**src/rtl/core/assert_macros.svh**
```systemverilog
// Assertion helpers shared by the decoder RTL.
// LCW_ASSERT checks on every rising edge outside reset.
// LCW_ASSERT_NR checks on every rising edge, reset included.
`ifndef ASSERT_MACROS_SVH
`define ASSERT_MACROS_SVH
`ifndef SYNTHESIS
`define LCW_ASSERT(lbl, clk, rstn, prop) \
  lbl: assert property (@(posedge clk) disable iff (!rstn) prop) \
    else $error("lcw: assertion failed");
`define LCW_ASSERT_NR(lbl, clk, prop) \
  lbl: assert property (@(posedge clk) prop) \
    else $error("lcw: assertion failed");
`else
`define LCW_ASSERT(lbl, clk, rstn, prop)
`define LCW_ASSERT_NR(lbl, clk, prop)
`endif
`endif

```
**src/rtl/core/lcw_pkg.sv**
```systemverilog
`timescale 1ns / 1ps
`default_nettype none
package lcw_pkg;

  // Default history size in bytes
  localparam int unsigned HISTORY_DEPTH_DEF = 65536;
  // Result queue depth
  localparam int unsigned OQ_DEPTH = 3;

  // Request kinds
  localparam logic CMD_FEED = 1'b0;
  localparam logic CMD_PULL = 1'b1;

  // Opcode values and fields
  localparam logic [7:0] OP_EXIT    = 8'h80;
  localparam logic [7:0] OP_FILL    = 8'hFE;
  localparam logic [7:0] OP_LCOPY   = 8'hFF;
  localparam logic [7:0] LONG_FLAG  = 8'h80;
  localparam logic [7:0] ABS_FLAG   = 8'h40;
  localparam logic [7:0] COUNT_MASK = 8'h3F;
  localparam logic [7:0] RELHI_MASK = 8'h0F;
  localparam logic [15:0] RUN_BIAS  = 16'd3;
  localparam logic [15:0] LEN_RESET = 16'hFFFF;

  typedef enum logic [3:0] {
    PH_OPCODE   = 4'd0,
    PH_REL_LO   = 4'd1,
    PH_SIZE_LO  = 4'd2,
    PH_SIZE_HI  = 4'd3,
    PH_FILL_VAL = 4'd4,
    PH_OFF_LO   = 4'd5,
    PH_OFF_HI   = 4'd6,
    PH_LIT_WAIT = 4'd7,
    PH_LIT_HELD = 4'd8,
    PH_COPY     = 4'd9,
    PH_FILL     = 4'd10
  } lcw_phase_e;

  // Decoded request on its way to the history stage
  typedef struct packed {
    logic        valid;
    logic        has;
    logic        use_mem;
    logic        bad;
    logic [7:0]  lit_data;
    logic        need;
    logic        finished;
    logic [15:0] count;
  } lcw_s1_t;

  // One result item
  typedef struct packed {
    logic [15:0] out_count;
    logic        bad_reference;
    logic        finished;
    logic        needs_source;
    logic [7:0]  data_byte;
    logic        has_byte;
  } lcw_res_t;

endpackage
`default_nettype wire

```
**src/rtl/core/lcw_outq.sv**
```systemverilog
`timescale 1ns / 1ps
`default_nettype none
`include "assert_macros.svh"
module lcw_outq (
  input  wire logic               clk_i,
  input  wire logic               rst_ni,
  input  wire logic               push_i,
  input  wire lcw_pkg::lcw_res_t  res_i,
  output logic                    valid_o,
  input  wire logic               ready_i,
  output lcw_pkg::lcw_res_t       res_o,
  output logic [1:0]              cnt_o
);
  import lcw_pkg::*;

  localparam logic [1:0] LAST_PTR = 2'(OQ_DEPTH - 1);

  lcw_res_t   buf_q [OQ_DEPTH];
  logic [1:0] wr_q, rd_q, cnt_q;
  logic       pop;

  assign valid_o = (cnt_q != '0);
  assign pop     = valid_o && ready_i;
  assign res_o   = buf_q[rd_q];
  assign cnt_o   = cnt_q;

  // Store results in arrival order
  always_ff @(posedge clk_i) begin
    if (push_i) begin
      buf_q[wr_q] <= res_i;
    end
  end

  // Advance pointers and occupancy
  always_ff @(posedge clk_i or negedge rst_ni) begin
    if (!rst_ni) begin
      wr_q  <= '0;
      rd_q  <= '0;
      cnt_q <= '0;
    end else begin
      if (push_i) begin
        wr_q <= (wr_q == LAST_PTR) ? '0 : wr_q + 2'd1;
      end
      if (pop) begin
        rd_q <= (rd_q == LAST_PTR) ? '0 : rd_q + 2'd1;
      end
      cnt_q <= cnt_q + {1'b0, push_i} - {1'b0, pop};
    end
  end

  `LCW_ASSERT_NR(a_oq_bound, clk_i, (cnt_q <= 2'(OQ_DEPTH)))

endmodule
`default_nettype wire

```
**config.mk**
```make
export PLATFORM = sky130hd
export DESIGN_NAME = lcw_outq
export DESIGN_NICKNAME = d
export VERILOG_FILES = /design/src/rtl/core/lcw_pkg.sv /design/src/rtl/core/lcw_outq.sv
export VERILOG_INCLUDE_DIRS = /design/src /design/src/rtl/core
export SDC_FILE = /design/constraint.sdc
export NUM_CORES = 1
export LEC_CHECK = 0
export ABC_AREA = 1
export BUFFER_PORTS_ARGS = -buffer_cell sky130_fd_sc_hd__buf_2
export CORE_MARGIN = 2
export CORE_UTILIZATION = 45
export CTS_BUF_LIST = sky130_fd_sc_hd__clkbuf_2 sky130_fd_sc_hd__clkbuf_4 sky130_fd_sc_hd__clkbuf_8
export DETAILED_ROUTE_END_ITERATION = 6
export GPL_TIMING_DRIVEN = 0
export PLACE_DENSITY_LB_ADDON = 0.3
export SLEW_MARGIN = 20
export SYNTH_ARGS = -nofsm -noshare
export SYNTH_HDL_FRONTEND = slang
export SYNTH_SLANG_ARGS = --single-unit
```
**constraint.sdc**
```tcl
create_clock -name clk_i -period 4.3 [get_ports clk_i]
set_input_delay 0.215 -clock clk_i [delete_from_list [all_inputs] [get_ports clk_i]]
set_output_delay 0.215 -clock clk_i [all_outputs]
set_load 0.02 [all_outputs]
```
==> reports/summary.txt <==
hold crit path type: primary input to flip-flop
routed length per instance: 15.4 µm
WHS Endpoint: buf_q[0][24]$_DFFE_PP_
outcome: complete, no violations
clock power share: 0.193
syn_nets: 284
final WL: 6610 µm
CTS tree: built
initial antenna violation count: 1
most frequent cell after synthesis: edfxtp_1
Cells after Synth: 250
hpwl dp: 4110 µm
Max Cap Viol: 0
Slew headroom: 0.553
# IOs: 63
Max FO, Critical Path: 10
Placed Area: 3850 µm²
largest net degree at the start of global routing: 29
final antenna-violating net count: 0
CP Launch Type: flip-flop
busiest grt layer: met2
sw frac: 0.398
clk slew on worst S/H paths: 90 ps
Setup Skew: 7.30 ps
clock root buffer: clkbuf_8
layout cells sized above 1: 0.273
switching power: 1.15 mW
Power per Cell Area: 715 nW/µm²
cells taking the most area after synthesis: edfxtp_1 74%, nand3_1 9.0%, nand2_1 7.5%
hold slack final: 57.8 ps
total track usage: 0.172
CTS Buf Count: 9
R2R setup slack: 2790 ps
Hold Path Cell Cnt: 1
Crit Path Class: flip-flop to output pin
final setup fails: 0
Initial Util: 0.465
design area: 4060 µm²
first-pass GRT wire length: 10500 µm
Hold Vio Cnt, Final: 0
# nets final: 359
M3 GR Usage: 0.0501
Post-synth EDFFs: 84
routability cong.: 0.756
CTS Sinks: 90
Fill cells: 605
Synth Register Bits: 90
Reg2Reg Depth: 3
DR DRC count: 0
worst hold path startpoint: res_i[24]
full die area: 8250 µm²
post-synthesis sequential area ratio: 0.788
CTS H-Tree Depth: 3
router iterations before antenna repair: 4
# diodes: 0
synth warn: 0
final worst path period need: 1950 ps
endpoint arrival time on the critical path: 1730 ps
FP Rows: 31
Clk Latency, worst-skew pair: 350 ps
Reg power frac: 0.403
via count: 2089
post-route setup TNS: 0 ps
cell area after synthesis: 3390 µm²
leading area contributor after synthesis: edfxtp_1
initial drt markers: 140
final worst-path cycle share: 0.453
RSZ-0062 raised after global routing: no
top-area cell type share of the netlist area: 0.743
PortBufs: 62
die height: 90.8 µm
commonest cells in the netlist: 84 x edfxtp_1, 68 x nand2_1, 61 x nand3_1
Leak: 1.61 nW
Setup crit end kind: output pin
number of global-route vias before repair: 2066
worst r2r src: wr_q[1]$_DFFE_PN0P_
worst slew pin tran: 669 ps
total gr overflow: 0
M2 GR Usage: 0.280
Die X: 90.8 µm
fin. max-slew vios: 0
Async S/R FF share, synth: 0.0667
peak supply drop: 0.300 mV
Vias/cell: 4.87
Most used DFF post-synth: edfxtp_1
count of different cell masters after synthesis: 14
worst-case clock buffer depth: 2
met1 usage: 0.221
Worst R2R End: buf_q[1][19]$_DFFE_PP_
total power: 2.90 mW
P&R area growth vs syn: 19.5%
Comb pwr share: 0.403
required time of the worst setup path: 4090 ps
Core Region: 7290 µm²
internal power: 1.75 mW
Syn Area/Cell: 13.6 µm²
Fmax: 513 MHz
==> flip-flops by register name, indices dropped and copies added, names as in the netlist <==
name,count
buf_q,84
cnt_o,2
rd_q,2
wr_q,2
==> power groups by stage <==
stage | combinational [mW] | clock, mW | sequential [mW]
6_report | 1.17 | 0.561 | 1.17
5_1_grt | 1.29 | 0.619 | 1.18
4_1_cts | 1.19 | 0.568 | 1.17
3_5_place_dp | 1.19 | 0 | 1.19
3_3_place_gp | 1.15 | 0 | 1.19
2_1_floorplan | 0.755 | 0 | 1.19
==> routing by layer <==
layer / up-vias / share of wire
met1: 994 / 0.43
met5: - / 0
met2: 52 / 0.51
li1: 1037 / -
met4: 0 / 0.011
met3: 6 / 0.049
==> cell families after synthesis <==
family,count (synthesis),share of synthesized area
adder cells (fa/ha/maj),2,0.00737
flip-flops,90,0.788
AO/OA/AOI/OAI,2,0.00295
AND/OR/NAND/NOR,132,0.169
buffers and inverters,24,0.0328
==> repair_timing <==
action | in CTS | in global routing
buffers inserted | 0 | 0
hold endpoints to repair | 6 | 0
resized for setup | 0 | 0
hold buffers | 1 | 0
==> area by class of cell <==
type | count | area (µm²) | share of cell area
buffer | 12 | 66.3 | 0.0163
clock buffer | 9 | 124 | 0.0305
clock inverter | 7 | 67.6 | 0.0167
inverter | 12 | 45.0 | 0.0111
multi-input combinational | 136 | 617 | 0.152
sequential | 90 | 2670 | 0.659
tap | 99 | 124 | 0.0305
timing repair buffer | 64 | 340 | 0.0839
==> worst max path at each step <==
stage                                    from                    end  slack [ps]
after floorplan           wr_q[0]$_DFFE_PN0P_  buf_q[2][0]$_DFFE_PP_        2210
after global placement    wr_q[0]$_DFFE_PN0P_  buf_q[2][8]$_DFFE_PP_        1380
after detailed placement  rd_q[1]$_DFFE_PN0P_              res_o[18]        2710
after CTS                 rd_q[1]$_DFFE_PN0P_              res_o[18]        2320
after global routing      rd_q[1]$_DFFE_PN0P_              res_o[18]        2240
final                     rd_q[1]$_DFFE_PN0P_              res_o[18]        2350
==> placed cells by master (no fill, tap or decap) <==
cell,netlist,layout
clkbuf_8,0,9
nor2_1,2,1
inv_2,1,3
clkinv_1,0,2
clkbuf_1,4,4
dlygate4sd3_1,0,1
bufinv_16,0,1
clkinvlp_4,0,1
clkinv_2,0,1
buf_12,0,1
inv_6,0,2
o21ai_0,2,2
edfxtp_1,84,84
inv_1,11,9
ha_1,2,2
buf_6,1,1
nor2_4,0,1
dfrtp_1,6,6
nand3_1,61,61
buf_4,2,2
buf_2,5,67
nor2_2,1,1
nand2_1,68,68
==> metrics by stage <==
stage	instances	worst slack (ps)	util
floorplan	250	2210	-
global placement	411	1380	0.525
detailed placement	412	2710	0.529
CTS	429	2320	0.556
global route	429	2240	0.556
finish	429	2350	0.556
==> critical path: stages (launching register included) <==
cell and delay [ps]:
dfrtp_1 360, buf_2 150, inv_2 170, buf_2 270, nand3_1 100, nand3_1 150, buf_2 180
Note: power is estimated with default switching activity, not from simulation.
